File: src/rtl/qrs_pkg.sv
package qrs_pkg;

    localparam int COEF_W   = 16;
    localparam int FRAC     = 16;
    localparam int ROOT_W   = 32;

    localparam int D_W      = 2 * COEF_W + 1;          // |b*b - 4ac|
    localparam int SQ_STAGES = (D_W + 1) / 2 + FRAC;   // one root bit per stage
    localparam int SR_W     = SQ_STAGES;
    localparam int RAD_W    = 2 * SQ_STAGES;
    localparam int REM_W    = SR_W + 3;
    localparam int N_W      = SR_W + 1;                // numerator magnitude
    localparam int X_W      = N_W + 2;                 // 2n + d
    localparam int DEN_W    = COEF_W + 1;              // divisor magnitude
    localparam int Y_W      = DEN_W + 1;               // 2d
    localparam int DV_STAGES = X_W;

    localparam logic [2:0] KIND_LINEAR  = 3'd0;
    localparam logic [2:0] KIND_NONE    = 3'd1;
    localparam logic [2:0] KIND_TWO     = 3'd2;
    localparam logic [2:0] KIND_DOUBLE  = 3'd3;
    localparam logic [2:0] KIND_COMPLEX = 3'd4;

    typedef struct packed {
        logic              a_neg;
        logic [COEF_W-1:0] a_mag;
        logic              b_neg;
        logic [COEF_W-1:0] b_mag;
        logic              c_neg;
        logic [COEF_W-1:0] c_mag;
        logic              d_neg;
        logic              d_zero;
    } t_side;

    typedef struct packed {
        logic [REM_W-1:0] rem;
        logic [SR_W-1:0]  root;
        logic [RAD_W-1:0] rad;
    } t_sq;

    typedef struct packed {
        logic [Y_W-1:0] rem;
        logic [X_W-1:0] num;   // dividend bits shift out, quotient bits shift in
        logic [Y_W-1:0] den;
        logic           neg;
        logic           dz;
    } t_dv;

    function automatic t_sq sqrt_step(t_sq p);
        t_sq              n;
        logic [REM_W-1:0] rsh;
        logic [REM_W-1:0] trial;
        rsh   = {p.rem[REM_W-3:0], p.rad[RAD_W-1 -: 2]};
        trial = REM_W'({p.root, 2'b01});
        if (rsh >= trial) begin
            n.rem  = rsh - trial;
            n.root = {p.root[SR_W-2:0], 1'b1};
        end else begin
            n.rem  = rsh;
            n.root = {p.root[SR_W-2:0], 1'b0};
        end
        n.rad = p.rad << 2;
        return n;
    endfunction

    function automatic t_dv div_step(t_dv p);
        t_dv          n;
        logic [Y_W:0] t;
        t = {p.rem, p.num[X_W-1]};
        n = p;
        if (t >= {1'b0, p.den}) begin
            n.rem = Y_W'(t - {1'b0, p.den});
            n.num = {p.num[X_W-2:0], 1'b1};
        end else begin
            n.rem = t[Y_W-1:0];
            n.num = {p.num[X_W-2:0], 1'b0};
        end
        return n;
    endfunction

    // signed-magnitude add, result magnitude N_W bits, zero is positive
    function automatic logic [N_W:0] sm_add(logic an, logic [N_W-1:0] am,
                                            logic bn, logic [N_W-1:0] bm);
        logic           rn;
        logic [N_W-1:0] rm;
        if (an == bn) begin
            rn = an;
            rm = am + bm;
        end else if (am >= bm) begin
            rn = an;
            rm = am - bm;
        end else begin
            rn = bn;
            rm = bm - am;
        end
        if (rm == '0) rn = 1'b0;
        return {rn, rm};
    endfunction

    function automatic t_dv div_init(logic nn, logic [N_W-1:0] nm,
                                     logic dn, logic [DEN_W-1:0] dm);
        t_dv r;
        r.rem = '0;
        r.num = {1'b0, nm, 1'b0} + X_W'(dm);
        r.den = {dm, 1'b0};
        r.neg = nn ^ dn;
        r.dz  = (dm == '0);
        return r;
    endfunction

endpackage

File: src/rtl/qrs_front.sv
module qrs_front (
    input  logic                      i_clk,
    input  logic                      i_rst_n,
    input  logic                      i_en,
    input  logic                      i_valid,
    input  logic [qrs_pkg::COEF_W-1:0] i_a,
    input  logic [qrs_pkg::COEF_W-1:0] i_b,
    input  logic [qrs_pkg::COEF_W-1:0] i_c,
    output logic                      o_valid,
    output logic [qrs_pkg::D_W-1:0]   o_dmag,
    output qrs_pkg::t_side            o_side
);
    import qrs_pkg::*;

    logic [2:0]          r_v;
    t_side               r_s1, r_s2, r_s3;
    logic [2*COEF_W-1:0] r_bb, r_ac;
    logic [D_W-1:0]      r_dmag;
    t_side               n_s1, n_s3;
    logic [D_W-1:0]      n_dmag;
    logic [D_W:0]        bb_x, ac4_x;

    always_comb begin
        n_s1        = '0;
        n_s1.a_neg  = i_a[COEF_W-1];
        n_s1.b_neg  = i_b[COEF_W-1];
        n_s1.c_neg  = i_c[COEF_W-1];
        n_s1.a_mag  = i_a[COEF_W-1] ? (COEF_W)'(-i_a) : i_a;
        n_s1.b_mag  = i_b[COEF_W-1] ? (COEF_W)'(-i_b) : i_b;
        n_s1.c_mag  = i_c[COEF_W-1] ? (COEF_W)'(-i_c) : i_c;
    end

    always_comb begin
        bb_x  = (D_W+1)'(r_bb);
        ac4_x = {r_ac, 2'b00};
        n_s3  = r_s2;
        n_s3.d_neg = 1'b0;
        if (r_s2.a_neg != r_s2.c_neg) begin
            n_dmag = D_W'(bb_x + ac4_x);
        end else if (bb_x >= ac4_x) begin
            n_dmag = D_W'(bb_x - ac4_x);
        end else begin
            n_dmag = D_W'(ac4_x - bb_x);
            n_s3.d_neg = 1'b1;
        end
        n_s3.d_zero = (n_dmag == '0);
    end

    always_ff @(posedge i_clk) begin
        if (!i_rst_n) begin
            r_v <= '0;
        end else if (i_en) begin
            r_v <= {r_v[1:0], i_valid};
        end
    end

    always_ff @(posedge i_clk) begin
        if (i_en) begin
            r_s1   <= n_s1;
            r_s2   <= r_s1;
            r_bb   <= (2*COEF_W)'(r_s1.b_mag) * (2*COEF_W)'(r_s1.b_mag);
            r_ac   <= (2*COEF_W)'(r_s1.a_mag) * (2*COEF_W)'(r_s1.c_mag);
            r_s3   <= n_s3;
            r_dmag <= n_dmag;
        end
    end

    assign o_valid = r_v[2];
    assign o_dmag  = r_dmag;
    assign o_side  = r_s3;

endmodule

File: config.mk
export PLATFORM = sky130hd
export DESIGN_NAME = qrs_front
export DESIGN_NICKNAME = d
export VERILOG_FILES = /design/src/rtl/qrs_pkg.sv /design/src/rtl/qrs_front.sv
export SDC_FILE = /design/constraint.sdc
export NUM_CORES = 1
export LEC_CHECK = 0
export ABC_AREA = 1
export BUFFER_PORTS_ARGS = -buffer_cell sky130_fd_sc_hd__buf_4
export CAP_MARGIN = 5
export CELL_PAD_IN_SITES_DETAIL_PLACEMENT = 2
export CELL_PAD_IN_SITES_GLOBAL_PLACEMENT = 2
export CORE_MARGIN = 2
export CORE_UTILIZATION = 42
export DETAILED_ROUTE_END_ITERATION = 8
export PLACE_DENSITY_LB_ADDON = 0.1
export RECOVER_POWER = 100
export SETUP_SLACK_MARGIN = 0.02
export SLEW_MARGIN = 5
export SYNTH_ARGS = -nofsm -noshare
export SYNTH_HDL_FRONTEND = slang
export SYNTH_SLANG_ARGS = --single-unit
File: constraint.sdc
create_clock -name i_clk -period 9 [get_ports i_clk]
set_input_delay 1.8 -clock i_clk [delete_from_list [all_inputs] [get_ports i_clk]]
set_output_delay 1.8 -clock i_clk [all_outputs]
set_load 0.02 [all_outputs]
==> results of run 1 <==
-- placed cells by master, fill, tap and decap left out, types with 5 or more instances in the layout --
master and count:
o31ai_1 5, nor3_1 33, a21o_1 7, clkbuf_16 37, o21bai_1 8, a21oi_1 172, buf_4 45, edfxtp_1 249
nor3b_1 6, ha_1 298, o21ai_0 84, fa_1 359, o21a_1 6, nand4_1 29, nor2_1 185, o211ai_1 5
or2_2 8, nor4_1 11, nand2_1 1059, xnor2_1 41, inv_1 994, a31oi_1 17, nand3_1 137, inv_2 6
nand3b_1 5, xor2_1 96, clkbuf_1 112, a21oi_2 5, nand2_4 7, nor2_2 6, nand2_2 10
-- worst min path at each step --
stage	startpoint	to	slack, ns	cells past startpoint
global placement	n_s3[35]$_DFFE_PP_	o_side[35]$_DFFE_PP_	0.40	0
CTS	r_s1[52]$_DFFE_PP_	n_s3[52]$_DFFE_PP_	0.42	0
finish	r_s1[52]$_DFFE_PP_	n_s3[52]$_DFFE_PP_	0.42	0
floorplan	r_s1[18]$_DFFE_PP_	n_s3[18]$_DFFE_PP_	0.40	0
detailed placement	r_s1[52]$_DFFE_PP_	n_s3[52]$_DFFE_PP_	0.41	0
global route	n_s3[21]$_DFFE_PP_	o_side[21]$_DFFE_PP_	0.43	0
-- metrics by stage --
stage	hold slack [ns]	utilization	instances	setup slack, ns
after CTS	0.416	0.462	5120	2.24
after floorplan	0.400	-	4019	3.12
after global routing	0.427	0.457	5120	1.54
final	0.416	0.457	5120	1.91
after global placement	0.400	0.446	5057	2.64
after detailed placement	0.405	0.446	5057	2.30
-- worst register-to-register path, delay by kind of cell, from the launching register on --
kind / cells / cell delay, ns
fa+ha+maj: 7 / 3.09
flops: 1 / 0.32
xor+xnor: 1 / 0.18
buf+inv: 7 / 1.48
compound gates: 6 / 1.51
simple gates: 1 / 0.25
-- per-layer routing --
layer	track usage	vias to the layer above	share of wire
met4	0.0928	0	0.033
met1	0.364	13500	0.42
met5	0	-	0
li1	-	12200	-
met2	0.557	537	0.52
met3	0.0305	179	0.032
-- Yosys cell counts (3+ instances only) --
cell / number
a21boi_0: 3
a21o_1: 7
a21oi_1: 172
a21oi_2: 5
a31oi_1: 17
buf_2: 12
buf_4: 16
buf_6: 8
clkbuf_1: 99
dfxtp_1: 3
edfxtp_1: 249
fa_1: 359
ha_1: 298
inv_1: 993
inv_2: 7
nand2_1: 1059
nand2_2: 9
nand2_4: 8
nand3_1: 136
nand3b_1: 5
nand4_1: 29
nor2_1: 184
nor2_2: 6
nor2_4: 5
nor3_1: 33
nor3b_1: 6
nor4_1: 11
o211ai_1: 5
o21a_1: 6
o21ai_0: 82
o21bai_1: 8
o31ai_1: 5
or2_2: 8
xnor2_1: 41
xor2_1: 96
-- registers in the layout (all words and copies together), names as in the netlist --
signal,cells
n_s3,51
o_dmag,32
o_side,53
r_ac,32
r_bb,30
r_s1,51
r_v,3
-- logic make-up after synthesis --
| group | share of synthesized area |
|---|---|
| xor+xnor | 0.0373 |
| mux | 0.000661 |
| compound gates | 0.0550 |
| buf+inv | 0.138 |
| flops | 0.234 |
| fa+ha+maj | 0.339 |
| simple gates | 0.196 |
-- layout make-up --
class                      instances  area (sq um)
clock buffer                      48           967
clock inverter                    15           226
fill                            8767         41300
inverter                        1000          3750
multi-input combinational       2628         20200
sequential                       252          7540
tap                             1030          1290
timing repair buffer             147           737
==> summary.txt, run 1 <==
CTS
  – Clock latency on the worst-skew pair: 0.59 ns
  – Post-CTS setup buffers: 0
  – # hold bufs at CTS: 0
  – Longest Clk Path Bufs: 3
  – CTS tree: built
  – CTS-repair resized insts: 0
  – CTS buffer count: 36
  – H-tree Lvls: 2
  – CTS Sinks: 252
  – Clk root buf: clkbuf_16
  – CTS clk-pin slew, worst paths: 0.06 ns

Critical path
  – Crit path required time: 9.32 ns
  – Startpoint class of the critical path: flop
  – R2R setup slack: 1.91 ns
  – CP max stage cell: clkbuf_1
  – Critical path depth in cells: 22
  – Crit-path max cell delay: 0.99 ns
  – RR Startpoint: r_s1[12]$_DFFE_PP_
  – Critical Path End: r_ac[29]$_DFFE_PP_
  – CP Capture Type: flop
  – Critical path's top delay family: adder cells
  – Worst setup path startpoint: r_s1[12]$_DFFE_PP_
  – Buf+Inv Stages, Crit Path: 7
  – Arr. time, crit path: 7.40 ns
  – Critical path cell sequence: clkbuf_1, nand2_1, fa_1, inv_1, fa_1, inv_1, fa_1, inv_1, fa_1, fa_1, inv_1, fa_1, inv_1, ha_1, a21oi_1, inv_1, a31oi_1, a21boi_0, o21ai_0, a21oi_1, o21ai_0, xor2_1
  – Worst R2R End: r_ac[29]$_DFFE_PP_
  – Reg2Reg Depth: 22
  – Max FO, Critical Path: 17
  – Critical path type: flop to flop

Timing
  – Final hold vios: 0
  – Final setup vio count: 0
  – Slew headroom: -2.45
  – Worst-margin pin slew: 5.17 ns
  – F_max: 0.141 GHz
  – Clk_skew: 0.0373 ns
  – Setup TNS: 0 ns
  – Final period util: 0.787
  – Pins over their slew limit: 109
  – RSZ-0062 raised after global routing: no
  – Final Critical Period: 7.09 ns

Routing
  – Via/cell ratio: 5.17
  – DRT Pass-1 Iters: 5
  – Routed Antenna Nets: 0
  – Drt initial violations: 1204
  – Wirelength per Cell: 22.5 um
  – DR vias: 26500
  – Final WL: 115 mm
  – DRC violations left: 0

Floorplan
  – Io pins: 139
  – Initial Util: 0.424
  – Row cnt: 101
  – Die height: 281 um
  – Die width: 281 um
  – Die area: 0.0788 sq mm
  – Core Region: 0.0759 sq mm

Yosys
  – Main synth FF type: edfxtp_1
  – Post-synthesis sequential area ratio: 0.234
  – Synthesized area: 0.0322 sq mm
  – Share of the synthesized area in the top cell type: 0.232
  – Synth Register Bits: 252
  – Mapped Nets: 4728
  – Async SR Flop Fraction: 0
  – Area leader, netlist: edfxtp_1
  – Syn Area/Cell: 8.00 sq um
  – Total of warnings raised by yosys: 0
  – Post-synth EDFFs: 249
  – Synthesized instance count: 4019
  – Synth cell types: 56
  – Top post-synthesis cells by area: edfxtp_1 23%, fa_1 22%, nand2_1 12%

Finish
  – N_diodes: 0
  – Layout cell share with drive strength beyond 1: 0.0377
  – # nets final: 4774
  – Fin area: 0.0347 sq mm
  – P&R area growth vs syn: 7.84%

Place
  – DP Area: 0.0339 sq mm
  – Port-buffer cells: 138
  – RePlAce Congestion: 0.888
  – HPWL Detailed: 94.0 mm

Global routing
  – Largest net degree at the start of global routing: 165
  – Total gr overflow: 0
  – Vias in the first global route: 31000
  – Gr usage total: 0.300
  – Initial antenna violation count: 0
  – First-pass GRT wire length: 181 mm

Flow run
  – Max_cap viols: 2

Outcome
  – Failing checks: capacitance limit, slew limit
  – Outcome: finished, violations left

Min path
  – Hold WC Path Type: flop to flop
Power of run 1 is not shown: default switching activity piles up to over one toggle a cycle in this logic, so the estimate is an artifact.
==> run 2, diff against run 1 <==
- CORE_UTILIZATION: 42 -> 39
- clock period: 9 -> 7.1 ns (I/O delays scaled with it)
==> run 2 against run 1 <==
  * The run still ends with capacitance limit, slew limit left
  * Cell count rose by 1.5%
  * Worst setup slack got worse by 1.5 ns
  * Non-clock buffer count rose by 37
  * Worst hold slack barely moved
  * Maximum frequency rose by 6.2%
  * Sequential share of layout area fell by 0.15 points
  * Register-to-register slack got worse by 1.5 ns
  * Clock skew barely moved
  * Via count fell by 1.5%
  * Sequential cell count did not move
  * Clock-buffer cell count fell by 8
  * Utilization fell by 3.0 points
  * Critical path type unchanged
  * Highest routed layer unchanged
==> summary.txt, run 2 (synthesis results as in run 1) <==
Timing
  – Slew headroom: -2.63 (-0.186)
  – Clk_skew: 0.0377 ns (+0.000411 ns)
  – RSZ-0062 raised after global routing: no
  – Final setup vio count: 0 (unchanged)
  – F_max: 0.150 GHz (+6.2%)
  – Setup TNS: 0 ns (unchanged)
  – Final period util: 0.940 (+0.153)
  – Final Critical Period: 6.67 ns (-0.413 ns)
  – Final hold vios: 0 (unchanged)
  – Fin Hold WS: 0.415 ns (-0.000371 ns)
  – Pins over their slew limit: 95 (-13%)
  – Worst-margin pin slew: 5.45 ns (+0.279 ns)

Global routing
  – Vias in the first global route: 30300 (-2.2%)
  – Initial antenna violation count: 0 (unchanged)
  – First-pass GRT wire length: 172 mm (-4.6%)
  – Total gr overflow: 0 (unchanged)
  – Largest net degree at the start of global routing: 161 (-2.4%)
  – Gr usage total: 0.263 (-0.0374)

Critical path
  – CP max stage cell: fa_1
  – Crit path required time: 7.42 ns (-1.90 ns)
  – Startpoint class of the critical path: flop
  – CP Capture Type: flop
  – Critical path cell sequence: clkbuf_1, buf_4, buf_4, nand2_1, fa_1, inv_1, fa_1, ha_1, inv_1, fa_1, fa_1, inv_1, fa_1, ha_1, nand2_1, o21ai_0, a21oi_1, o21ai_0, a21boi_0, o21bai_1, xor2_1
  – Max FO, Critical Path: 10 (-7)
  – Arr. time, crit path: 6.99 ns (-0.41 ns)
  – Most frequent CP cell: fa_1
  – R2R setup slack: 0.43 ns (-1.49 ns)
  – Critical path type: flop to flop
  – Crit-path max cell delay: 0.56 ns (-0.43 ns)

CTS
  – CTS buffer count: 35 (-2.8%)
  – Longest Clk Path Bufs: 3 (unchanged)
  – Clock latency on the worst-skew pair: 0.59 ns (about the same)
  – H-tree Lvls: 2 (unchanged)
  – CTS clk-pin slew, worst paths: 0.06 ns (about the same)
  – CTS Sinks: 252 (unchanged)
  – CTS tree: built
  – Clk root buf: clkbuf_16
  – # hold bufs at CTS: 0 (unchanged)

Finish
  – Most common cell after layout, fill and taps aside: nand2_1
  – # nets final: 4810 (+0.75%)
  – Fillcell total: 9523 (+8.6%)
  – Max FFs per register: 53 (unchanged)
  – Layout cell share with drive strength beyond 1: 0.0441 (+0.00645)
  – Layout Cells excl Fill: 5197 (+1.5%)
  – P&R area growth vs syn: 8.57%
  – Most frequent cells in the layout: 1062 x nand2_1, 994 x inv_1, 359 x fa_1
  – N_diodes: 0 (unchanged)

Place
  – Placed cells: 5122 (+1.3%)
  – Port-buffer cells: 138 (unchanged)
  – RePlAce Congestion: 0.880 (-0.92%)
  – HPWL Detailed: 90.9 mm (-3.4%)

Outcome
  – Outcome: finished, violations left
  – Failing checks: capacitance limit, slew limit

Min path
  – Hold WC Path Type: flop to flop

Floorplan
  – Row cnt: 105 (+4.0%)
  – Io pins: 139 (unchanged)
  – Die height: 291 um (+3.7%)
  – Die area: 0.0848 sq mm (+7.6%)
  – Initial Util: 0.393 (-0.0305)
  – Die width: 291 um (+3.7%)
  – Core Region: 0.0818 sq mm (+7.8%)

Routing
  – DR vias: 26100 (-1.5%)
  – DRC violations left: 0 (unchanged)
  – DRT Pass-1 Iters: 4 (-1)
  – Drt initial violations: 905 (-25%)
  – Routed Antenna Nets: 0 (unchanged)
  – Wirelength per Cell: 21.1 um (-6.2%)
  – Final WL: 110 mm (-4.8%)
  – Via/cell ratio: 5.01 (-3.0%)

Flow run
  – Max_cap viols: 1 (-1)
## run 2: routing by layer
metal	vias to the layer above	GRT usage	share of wire
met5	-	0	0
met4	0	0.0850	0.034
met3	152	0.0240	0.027
met2	385	0.472	0.50
met1	13200	0.332	0.44
li1	12300	-	-
## run 2: critical path: cells and delay by family, from the launching register on
family	cells	cell delay, ns
adder cells (fa/ha/maj)	7	3.15
AO/OA/AOI/OAI	5	1.66
buffers and inverters	6	1.03
flip-flops	1	0.33
AND/OR/NAND/NOR	2	0.15
XOR/XNOR	1	0.10
## run 2: path summary, 6_finish.rpt
check / start / end / depth (start not counted)
worst max-delay path: r_s1[22]$_DFFE_PP_ / r_bb[24]$_DFFE_PP_ / 21
worst min-delay path: n_s3[50]$_DFFE_PP_ / o_side[50]$_DFFE_PP_ / 0
worst max register to register: r_s1[22]$_DFFE_PP_ / r_bb[24]$_DFFE_PP_ / 21
worst min register to register: n_s3[50]$_DFFE_PP_ / o_side[50]$_DFFE_PP_ / 0
## run 2: metrics by stage
step | setup WS, ns | area, sq um | util
after floorplan | 1.22 | 32200 | -
after global placement | 0.818 | 34100 | 0.417
after detailed placement | 0.390 | 34100 | 0.417
after CTS | 0.376 | 35300 | 0.431
after global routing | 0.0560 | 34900 | 0.427
final | 0.428 | 34900 | 0.427
## run 2: timing repair
action                                  4_1_cts  5_1_grt
endpoints found under the setup margin        0        1
resized for setup                             0        0
setup buffers                                 0       12
## run 2: cell type report
cell class	count	area, sq um	area share
Clock buffer	40	905	0.0259
Sequential cell	252	7540	0.216
Inverter	1000	3750	0.107
Multi-Input combinational cell	2628	20200	0.577
Clock inverter	23	264	0.00756
Tap cell	1070	1340	0.0383
Timing Repair Buffer	184	965	0.0276
Power of run 2 is left out for the same reason.
